$ cat src/design/hrt_pkg.sv
// Shared types and codes for the bucketed hash refcount table.
// No dependencies; every other file of the block but hrt_divider imports this package.
package hrt_pkg;

	localparam int DEF_NUM_BUCKETS = 1024;
	localparam int DEF_WAYS        = 8;
	localparam int BUCKET_COUNT_W  = 11;
	localparam int REFS_W          = 32;
	localparam int CFG_IDX_W       = 2;
	localparam int CFG_DATA_W      = 32;

	localparam logic [CFG_IDX_W-1:0] REG_BUCKET_COUNT = 2'd0;
	localparam logic [CFG_IDX_W-1:0] REG_INITIAL_REFS = 2'd1;

	localparam logic CMD_LOOKUP = 1'b0;
	localparam logic CMD_DEREF  = 1'b1;

	localparam logic [1:0] ST_OK     = 2'd0;
	localparam logic [1:0] ST_FULL   = 2'd1;
	localparam logic [1:0] ST_ABSENT = 2'd2;
	localparam logic [1:0] ST_SAT    = 2'd3;

	typedef struct packed {
		logic        cmd;
		logic [63:0] key_word0;
		logic [63:0] key_word1;
		logic [63:0] key_word2;
		logic [63:0] key_word3;
	} in_word_t;

	typedef struct packed {
		logic [1:0]  status;
		logic        found;
		logic [9:0]  bucket_index;
		logic [2:0]  position;
		logic [31:0] ref_count;
		logic        still_referenced;
		logic [3:0]  collisions;
	} out_word_t;

	// Strobes from the controller to the datapath.
	typedef struct packed {
		logic load;
		logic fill_rd;
		logic fill_wr;
		logic fill_clr;
		logic ent_rd;
		logic key_we;
		logic ref_we;
		logic src_new;
		logic cnt_inc;
		logic cnt_dec;
		logic cnt_init;
		logic res_load;
	} hrt_cmd_t;

	// Result fields that the controller decides.
	typedef struct packed {
		logic [1:0] status;
		logic       found;
		logic [2:0] position;
		logic       still;
		logic [3:0] collisions;
		logic       use_cnt;
	} hrt_res_t;

	// Status from the datapath to the controller.
	typedef struct packed {
		logic mod_done;
		logic key_match;
		logic ref_max;
		logic cnt_zero;
		logic cmd;
	} hrt_stat_t;

endpackage

$ cat src/design/hrt_ctrl.sv
// Controller state machine of the hash refcount table: clearing pass, scan,
// shifts and result hand-off. Uses hrt_pkg; drives hrt_datapath.
module hrt_ctrl import hrt_pkg::*; #(
	parameter int NUM_BUCKETS = DEF_NUM_BUCKETS,
	parameter int WAYS        = DEF_WAYS,
	parameter int BKT_W       = (NUM_BUCKETS > 1) ? $clog2(NUM_BUCKETS) : 1,
	parameter int SW          = (WAYS > 1) ? $clog2(WAYS) : 1,
	parameter int FW          = $clog2(WAYS + 1)
) (
	input  logic             clk,
	input  logic             arst_n,
	input  logic             in_valid,
	output logic             in_ready,
	output logic             out_valid,
	input  logic             out_ready,
	input  hrt_stat_t        stat,
	input  logic [FW-1:0]    fill_rd,
	output hrt_cmd_t         cmd,
	output hrt_res_t         res,
	output logic [SW-1:0]    rd_slot,
	output logic [SW-1:0]    wr_slot,
	output logic [BKT_W-1:0] clr_addr,
	output logic [FW-1:0]    fill_wr_val
);

	localparam logic [3:0] S_CLR   = 4'd0;
	localparam logic [3:0] S_IDLE  = 4'd1;
	localparam logic [3:0] S_MOD   = 4'd2;
	localparam logic [3:0] S_FRD   = 4'd3;
	localparam logic [3:0] S_FWAIT = 4'd4;
	localparam logic [3:0] S_SCAN  = 4'd5;
	localparam logic [3:0] S_CMP   = 4'd6;
	localparam logic [3:0] S_UP    = 4'd7;
	localparam logic [3:0] S_UPW   = 4'd8;
	localparam logic [3:0] S_FRONT = 4'd9;
	localparam logic [3:0] S_DEC   = 4'd10;
	localparam logic [3:0] S_DN    = 4'd11;
	localparam logic [3:0] S_DNW   = 4'd12;
	localparam logic [3:0] S_RES   = 4'd13;

	logic [3:0]       state_q, state_d;
	logic [BKT_W-1:0] clr_q;
	logic [FW-1:0]    fill_q, fill_d;
	logic [FW-1:0]    p_q, p_d;
	logic [FW-1:0]    k_q, k_d;
	logic [1:0]       status_q, status_d;
	logic             found_q, found_d;
	logic             still_q, still_d;
	logic             ins_q, ins_d;
	logic             out_valid_q;
	logic [FW:0]      k_next;

	assign k_next = {1'b0, k_q} + (FW+1)'(1);

	always_comb begin
		state_d     = state_q;
		fill_d      = fill_q;
		p_d         = p_q;
		k_d         = k_q;
		status_d    = status_q;
		found_d     = found_q;
		still_d     = still_q;
		ins_d       = ins_q;
		cmd         = '0;
		rd_slot     = '0;
		wr_slot     = '0;
		fill_wr_val = '0;
		in_ready    = 1'b0;
		case (state_q)
			S_CLR: begin
				cmd.fill_wr  = 1'b1;
				cmd.fill_clr = 1'b1;
				if (clr_q == BKT_W'(NUM_BUCKETS - 1)) begin
					state_d = S_IDLE;
				end
			end
			S_IDLE: begin
				in_ready = 1'b1;
				if (in_valid) begin
					cmd.load = 1'b1;
					status_d = ST_OK;
					found_d  = 1'b0;
					still_d  = 1'b0;
					ins_d    = 1'b0;
					state_d  = S_MOD;
				end
			end
			S_MOD: begin
				if (stat.mod_done) begin
					state_d = S_FRD;
				end
			end
			S_FRD: begin
				cmd.fill_rd = 1'b1;
				state_d     = S_FWAIT;
			end
			S_FWAIT: begin
				fill_d  = (fill_rd > FW'(WAYS)) ? FW'(WAYS) : fill_rd;
				p_d     = '0;
				state_d = S_SCAN;
			end
			S_SCAN: begin
				if (p_q == fill_q) begin
					// Miss: p_q already holds the fill as the compare count.
					if (stat.cmd == CMD_DEREF) begin
						status_d = ST_ABSENT;
						state_d  = S_RES;
					end else if (fill_q == FW'(WAYS)) begin
						status_d = ST_FULL;
						state_d  = S_RES;
					end else begin
						cmd.cnt_init = 1'b1;
						k_d          = fill_q;
						ins_d        = 1'b1;
						state_d      = S_UP;
					end
				end else begin
					cmd.ent_rd = 1'b1;
					rd_slot    = p_q[SW-1:0];
					state_d    = S_CMP;
				end
			end
			S_CMP: begin
				if (stat.key_match) begin
					found_d = 1'b1;
					if (stat.cmd == CMD_DEREF) begin
						cmd.cnt_dec = 1'b1;
						state_d     = S_DEC;
					end else begin
						cmd.cnt_inc = 1'b1;
						status_d    = stat.ref_max ? ST_SAT : ST_OK;
						k_d         = p_q;
						state_d     = S_UP;
					end
				end else begin
					p_d     = p_q + FW'(1);
					state_d = S_SCAN;
				end
			end
			S_UP: begin
				if (k_q == '0) begin
					state_d = S_FRONT;
				end else begin
					cmd.ent_rd = 1'b1;
					rd_slot    = SW'(k_q - FW'(1));
					state_d    = S_UPW;
				end
			end
			S_UPW: begin
				cmd.key_we = 1'b1;
				cmd.ref_we = 1'b1;
				wr_slot    = k_q[SW-1:0];
				k_d        = k_q - FW'(1);
				state_d    = S_UP;
			end
			S_FRONT: begin
				cmd.key_we  = 1'b1;
				cmd.ref_we  = 1'b1;
				cmd.src_new = 1'b1;
				if (ins_q) begin
					cmd.fill_wr = 1'b1;
					fill_wr_val = fill_q + FW'(1);
				end
				state_d = S_RES;
			end
			S_DEC: begin
				if (stat.cnt_zero) begin
					k_d     = p_q;
					state_d = S_DN;
				end else begin
					cmd.ref_we  = 1'b1;
					cmd.src_new = 1'b1;
					wr_slot     = p_q[SW-1:0];
					still_d     = 1'b1;
					state_d     = S_RES;
				end
			end
			S_DN: begin
				if (k_next >= {1'b0, fill_q}) begin
					cmd.fill_wr = 1'b1;
					fill_wr_val = fill_q - FW'(1);
					state_d     = S_RES;
				end else begin
					cmd.ent_rd = 1'b1;
					rd_slot    = SW'(k_next);
					state_d    = S_DNW;
				end
			end
			S_DNW: begin
				cmd.key_we = 1'b1;
				cmd.ref_we = 1'b1;
				wr_slot    = k_q[SW-1:0];
				k_d        = FW'(k_next);
				state_d    = S_DN;
			end
			S_RES: begin
				if (!out_valid_q || out_ready) begin
					cmd.res_load = 1'b1;
					state_d      = S_IDLE;
				end
			end
			default: begin
				state_d = S_IDLE;
			end
		endcase
	end

	always_ff @(posedge clk or negedge arst_n) begin
		if (!arst_n) begin
			state_q     <= S_CLR;
			clr_q       <= '0;
			fill_q      <= '0;
			p_q         <= '0;
			k_q         <= '0;
			status_q    <= ST_OK;
			found_q     <= 1'b0;
			still_q     <= 1'b0;
			ins_q       <= 1'b0;
			out_valid_q <= 1'b0;
		end else begin
			state_q  <= state_d;
			fill_q   <= fill_d;
			p_q      <= p_d;
			k_q      <= k_d;
			status_q <= status_d;
			found_q  <= found_d;
			still_q  <= still_d;
			ins_q    <= ins_d;
			if (state_q == S_CLR) begin
				clr_q <= clr_q + BKT_W'(1);
			end
			if (cmd.res_load) begin
				out_valid_q <= 1'b1;
			end else if (out_ready) begin
				out_valid_q <= 1'b0;
			end
		end
	end

	assign res.status     = status_q;
	assign res.found      = found_q;
	assign res.position   = (found_q && stat.cmd == CMD_DEREF) ? 3'(p_q) : 3'd0;
	assign res.still      = still_q;
	assign res.collisions = 4'(p_q);
	assign res.use_cnt    = (status_q == ST_OK) || (status_q == ST_SAT);
	assign clr_addr       = clr_q;
	assign out_valid      = out_valid_q;

endmodule
$ cat config.mk
export PLATFORM = sky130hd
export DESIGN_NAME = hrt_ctrl
export DESIGN_NICKNAME = d
export VERILOG_FILES = /design/src/design/hrt_pkg.sv /design/src/design/hrt_ctrl.sv
export SDC_FILE = /design/constraint.sdc
export NUM_CORES = 1
export LEC_CHECK = 0
export ABC_AREA = 1
export BUFFER_PORTS_ARGS = -buffer_cell sky130_fd_sc_hd__buf_2
export CAP_MARGIN = 30
export CORE_UTILIZATION = 54
export DETAILED_ROUTE_END_ITERATION = 10
export GPL_TIMING_DRIVEN = 0
export PLACE_DENSITY = 0.92
export SYNTH_ARGS = -nofsm -noshare
export SYNTH_HDL_FRONTEND = slang
export SYNTH_SLANG_ARGS = --single-unit
$ cat constraint.sdc
create_clock -name clk -period 2.6 [get_ports clk]
set_input_delay 0.52 -clock clk [delete_from_list [all_inputs] [get_ports clk]]
set_output_delay 0.52 -clock clk [all_outputs]
set_load 0.005 [all_outputs]
==> results of run 1 <==
## metal layers
layer	wire length, um	track usage [%]	up-vias	part of all wire, %
li1	-	-	1276	-
met1	2871	40.64	1253	41
met2	3425	51.33	154	49
met3	548	6.250	24	7.8
met4	187	13.01	0	2.7
met5	0	0	-	0
## where the power goes
part	internal (mW)	switching, mW	total, mW
logic	0.808	1.25	2.06
clock network	0.215	0.189	0.404
registers	0.664	0.233	0.897
total	1.69	1.67	3.36
## repair_timing
item	CTS	global route
resized for setup	12	13
endpoints found under the setup margin	9	9
setup buffers	5	5
hold buffers	0	0
pin swaps	5	6
cloned	0	0
## sequential cells by signal, indices dropped and copies added, names as in the netlist
signal	flops
state_q	4
fill_q	4
k_q	4
p_q	4
ins_q	1
still_q	1
clr_addr	10
out_valid	1
status_q	2
found_q	1
## critical path, cell delays in order (launching register included)
cell     delay (ns)
dfrtp_2        0.47
ha_4           0.20
xor2_4         0.16
ha_4           0.28
nand2_1        0.04
inv_1          0.04
nand2_1        0.05
nand2_1        0.07
nand2_2        0.07
nand2_2        0.08
nand2_4        0.08
a21oi_2        0.16
buf_2          0.13
## cells in the final DEF, fill, tap and decap left out, types with 4 or more instances in the layout
master	count
nand2_2	7
nor2_1	42
dfrtp_1	29
xor2_1	8
nor3_1	7
nand3_1	27
buf_4	13
clkbuf_8	6
nor2_4	4
xnor2_1	7
o211ai_1	4
inv_1	38
o22ai_1	7
nor2_2	4
o21ai_0	11
ha_1	8
buf_2	58
nand2_1	102
a21oi_1	5
inv_2	9
## through the flow
stage | std cells | setup slack [ns] | util [%]
global route | 479 | -0.1120 | 73.46
global placement | 462 | -0.03596 | 66.94
CTS | 474 | -0.02934 | 71.38
floorplan | 354 | 0.3719 | -
finish | 479 | -0.04163 | 73.46
detailed placement | 462 | -0.05230 | 66.94
## cell type report
class / count / share of cell area (%)
well taps: 50 / 2.055
flip-flops and latches: 32 / 26.43
inverters: 48 / 6.001
plain buffers: 4 / 0.9864
clock buffers: 7 / 2.836
repair buffers: 68 / 12.12
multi-input cells: 269 / 49.32
clock inverters: 1 / 0.2466
## how the worst max path moves through the flow
stage / to / slack (ns) / startpoint
6_report: fill_wr_val[0] / -0.04 / k_q[0]
5_1_grt: rd_slot[0] / -0.11 / k_q[1]
4_1_cts: rd_slot[0] / -0.03 / k_q[1]
3_5_place_dp: cmd[9] / -0.05 / k_q[0]
3_3_place_gp: fill_wr_val[1] / -0.04 / k_q[0]
2_1_floorplan: rd_slot[0] / 0.37 / k_q[0]
## logic make-up (layout without fill, tap and decap cells)
logic type,Yosys count,in the layout,synth area share [%]
buf+inv,53,128,8.837
xor+xnor,16,16,5.788
simple gates,207,207,37.98
compound gates,35,35,8.630
flops,32,32,33.08
fa+ha+maj,11,11,5.685
==> metrics.txt, run 1 <==
Post-Layout Inst Area=~0.0030 mm2; area fraction of the dominant cell type after synthesis=between 30 and 40%; number of global-route vias before repair=2446; post-synthesis cell type count=29; syn nets=378; Tcrit/Tclk final=101.6%; Ports=59; Mapped Area=around 0.0024 mm2; CTS tree=done; P&R area growth vs syn=25.74%; layout cells sized above 1=between 20% and 30%; synthesis warning total=0; Tot GR Track Use=31.54%; Final Hold Fails=0; WP data required=2.08 ns; Reg2Reg Depth=13; global-route wire length before repair=~11 mm; CP Max Fanout=6; Max-slew headroom=about half; most area-consuming cells after synthesis=dfrtp_1, nand2_1, inv_1, nor2_1, nand3_1; crit path capture type=output pin; initial drt markers=256; Initial Util=between 50% and 60%; drt pass-1 iters=10; Slew Viols, Final=0; Startpoint Class=flip-flop; worst hold slack=between 0.3 and 0.4 ns; FILL cells=between 300 and 400; Post-route DRC=0; dpl cell area=between 0.002 and 0.003 mm2; flop-to-flop setup slack=0.65 ns; sequential fraction of the synthesis area=about a third; status=finished with violations; Design Power=3.362 mW; Clock transition at path regs=around 0.07 ns; area of the multi-input gates=approximately 0.0015 mm2; Main synth FF type=dfrtp_1; Congestion Overflow GR=0; worst slew pin tran=around 0.75 ns; clk_lat worst skew=about 0.28 ns; Post-Syn Area per Cell=roughly 6.8 um2; fin crit period=2.642 ns; ys async rst share=100.0%; die height=approximately 69 um; Final nets=around 450; final wirelength=7.032 mm; final setup fails=7; worst r2r src=k_q[0]; RSZ-0062 raised after global routing=true; total die area=between 0.004 and 0.005 mm2; max_cap viols=0; Die W=between 60 and 70 um; Synth area leader=dfrtp_1; register area=around 800 um2; Crit Reg-Reg Endpoint=state_q[0]; GPL Wtd Cong=around 0.94; VDD IR-drop max=a little over 0.6 mV; cell count after synthesis=354; Hold Crit Class=primary input to asynchronous set/reset pin; IO Port Bufs=between 50 and 60; fmax=~380 MHz; largest net degree at the start of global routing=33; most common cell in the netlist=nand2_1; setup ws final=-0.04163 ns; flops & latches, synth=32; Vias=roughly 2700; DP Wirelength=4.923 mm; Bufs on Longest Clock Path=2; antenna viol nets, final=0; Root Driver=clkbuf_8; Worst Skew=slightly above 0.004 ns; Post-synth EDFFs=0; top post-synthesis cells by count=nand2_1, inv_1, nor2_1; Num CTS Buffers=5; clock sinks=32; # diodes=0; Setup CP Type=flip-flop to output pin; leakage power=approximately 1.7 nW; Via density=between 5 and 6; initial antenna violation count=0; H-tree depth=2; DR WL/cell=approximately 15 um; Rows=23; power per standard cell area=1104 mW/mm2; violated checks=negative setup slack; total negative setup slack=-0.1236 ns; core box area=between 0.004 and 0.005 mm2; crit path DAT=between 2 and 2.5 ns
No activity file was read; power rests on OpenSTA's default activity.
==> run 2, diff against run 1 <==
- SETUP_SLACK_MARGIN: unset -> 0.1
==> run 2 against run 1 <==
  * The run still ends with negative setup slack left
  * First-iteration DRC count fell by 4.3%
  * Sequential share of layout area unchanged
  * Die area stayed put
  * Global-route usage hardly changed
  * Critical path depth did not move
  * Utilization is the same
  * Count of clock-buffer cells in the layout is the same
  * Worst setup slack got worse by 0.0085 ns
  * Critical endpoint unchanged
==> metrics.txt, run 2 (same netlist as run 1, synthesis figures left out) <==
CTS tree=done (unchanged); Startpoint Class=flip-flop (unchanged); total die area=0.004755 mm2 (unchanged); H-tree depth=2 (unchanged); Die W=68.96 um (unchanged); IO Port Bufs=58 (unchanged); clk_lat worst skew=0.28 ns (about the same); Post-route DRC=0 (unchanged); CP Max Fanout=6 (unchanged); DP Wirelength=4.923 mm (unchanged); Design Power=3.362 mW (about the same); Root Driver=clkbuf_8 (unchanged); worst slew pin tran=0.7472 ns (was 0.7477 ns); FILL cells=328 (unchanged); fin crit period=2.650 ns (was 2.642 ns); DR WL/cell=14.66 um (was 14.68 um); WP data required=2.08 ns (about the same); largest net degree at the start of global routing=33 (unchanged); cell mode on critical path=nand2_1 (unchanged); Num CTS Buffers=5 (unchanged); Max-slew headroom=50.19% (was 50.16%); drt pass-1 iters=7 (was 10); status=finished with violations (unchanged); clock sinks=32 (unchanged); Final nets=452 (unchanged); crit path capture type=output pin (unchanged); Congestion Overflow GR=0 (unchanged); initial antenna violation count=0 (unchanged); antenna viol nets, final=0 (unchanged); crit path DAT=2.13 ns (was 2.12 ns); initial drt markers=245 (was 256); Slowest cell on crit path=dfrtp_2 (unchanged); Hold Crit Class=primary input to asynchronous set/reset pin (unchanged); max_cap viols=0 (unchanged); Slew Viols, Final=0 (unchanged); Vias=2699 (was 2707); power per standard cell area=1104 mW/mm2 (about the same); violated checks=negative setup slack (unchanged); Initial Util=58.42% (unchanged); Tcrit/Tclk final=101.9% (was 101.6%); fmax=377.3 MHz (was 378.6 MHz); final setup fails=7 (unchanged); Setup CP Type=flip-flop to output pin (unchanged); Final Hold Fails=0 (unchanged); Worst path max stage delay=0.46 ns (was 0.47 ns); global-route wire length before repair=10.92 mm (was 10.89 mm); die height=68.96 um (unchanged); layout cells sized above 1=28.44% (unchanged); P&R area growth vs syn=25.74% (unchanged); number of global-route vias before repair=2430 (was 2446); most common cell after layout, fill and taps aside=nand2_1 (unchanged); RSZ-0062 raised after global routing=true (unchanged); Tot GR Track Use=31.57% (was 31.54%); GPL Wtd Cong=0.9432 (unchanged); # diodes=0 (unchanged); setup ws final=-0.05012 ns (was -0.04163 ns); Hold-fix buffers, CTS=0 (unchanged); Worst Skew=0.003952 ns (was 0.004104 ns); crit-path cells=ha_4, xor2_4, ha_4, nand2_1, inv_1, nand2_1, nand2_1, nand2_2, nand2_2, nand2_4, a21oi_2, buf_2 (unchanged); post-placement worst setup slack=-0.05230 ns (unchanged); Ports=59 (unchanged); leakage power=1.683 nW (unchanged); core box area=0.004144 mm2 (unchanged); Largest register FFs=10 (unchanged); commonest non-fill, non-tap cells in the layout=nand2_1, buf_2, nor2_1, inv_1, dfrtp_1 (unchanged); Rows=23 (unchanged); VDD IR-drop max=0.6111 mV (was 0.6135 mV); final wirelength=7.023 mm (was 7.032 mm); Via density=5.635 (was 5.651); Clock transition at path regs=0.07 ns (about the same); Bufs on Longest Clock Path=2 (unchanged)
## run 2: cell counts in the layout (fill, tap and decap cells not counted)
No cell type changed its count.
## run 2: power by group
| part | total, mW | leakage [nW] | switching (mW) | internal [mW] |
|---|---|---|---|---|
| registers | 0.898 | 0.416 | 0.234 | 0.664 |
| logic | 2.06 | 1.22 | 1.25 | 0.809 |
| clock network | 0.402 | 0.0445 | 0.187 | 0.215 |
## run 2: routing by layer
layer / share of wire (%) / vias up / global-route usage (%)
met4: 2.7 / 0 / 11.99
met3: 8.2 / 27 / 6.250
met2: 48 / 158 / 51.58
met1: 41 / 1239 / 40.95
met5: 0 / - / 0
li1: - / 1275 / -
## run 2: critical path, delay by kind of cell, from the launching register on
kind                     cells  cell delay (ns)
AND/OR/NAND/NOR              6             0.39
buffers and inverters        2             0.17
flip-flops                   1             0.46
AO/OA/AOI/OAI                1             0.17
XOR/XNOR                     1             0.16
adder cells (fa/ha/maj)      2             0.49
## run 2: path summary, 6_finish.rpt
| path | slack (ns) | start | cells past startpoint | to |
|---|---|---|---|---|
| worst max register to register | 0.64 | k_q[1] | 13 | state_q[0] |
| min in group clk | 0.45 | out_ready | 2 | out_valid |
| worst max-delay path | -0.05 | k_q[0] | 12 | fill_wr_val[0] |
| max in group asynchronous | 1.78 | arst_n | 1 | k_q[2] |
| worst min register to register | 0.50 | clr_addr[9] | 1 | clr_addr[9] |
| worst min-delay path | 0.30 | arst_n | 1 | fill_q[0] |
## run 2: per-stage QoR
| stage | cell area [um2] | utilization [%] | std cells | hold slack, ns | TNS, ns |
|---|---|---|---|---|---|
| 5_1_grt | 3044 | 73.46 | 479 | 0.3650 | -0.7565 |
| 2_1_floorplan | 2421 | - | 354 | 0.2244 | 0 |
| 3_3_place_gp | 2774 | 66.94 | 462 | 0.4767 | -0.05239 |
| 4_1_cts | 2958 | 71.38 | 474 | 0.3271 | -0.08581 |
| 3_5_place_dp | 2774 | 66.94 | 462 | 0.4905 | -0.1890 |
| 6_report | 3044 | 73.46 | 479 | 0.3020 | -0.1620 |
## run 2: cell type report
class                      count  area (um2)  share of cell area (%)
multi-input combinational    269        1501                   49.32
inverter                      48       182.7                   6.001
tap                           50       62.56                   2.055
timing repair buffer          68       369.1                   12.12
sequential                    32       804.5                   26.43
buffer                         4       30.03                  0.9864
clock buffer                   7       86.33                   2.836
clock inverter                 1       7.507                  0.2466
## run 2: what timing repair did
action                                  CTS  global route
buffers inserted                          5             5
pin swaps                                 5             6
endpoints found under the setup margin    9             9
resized for setup                        12            13
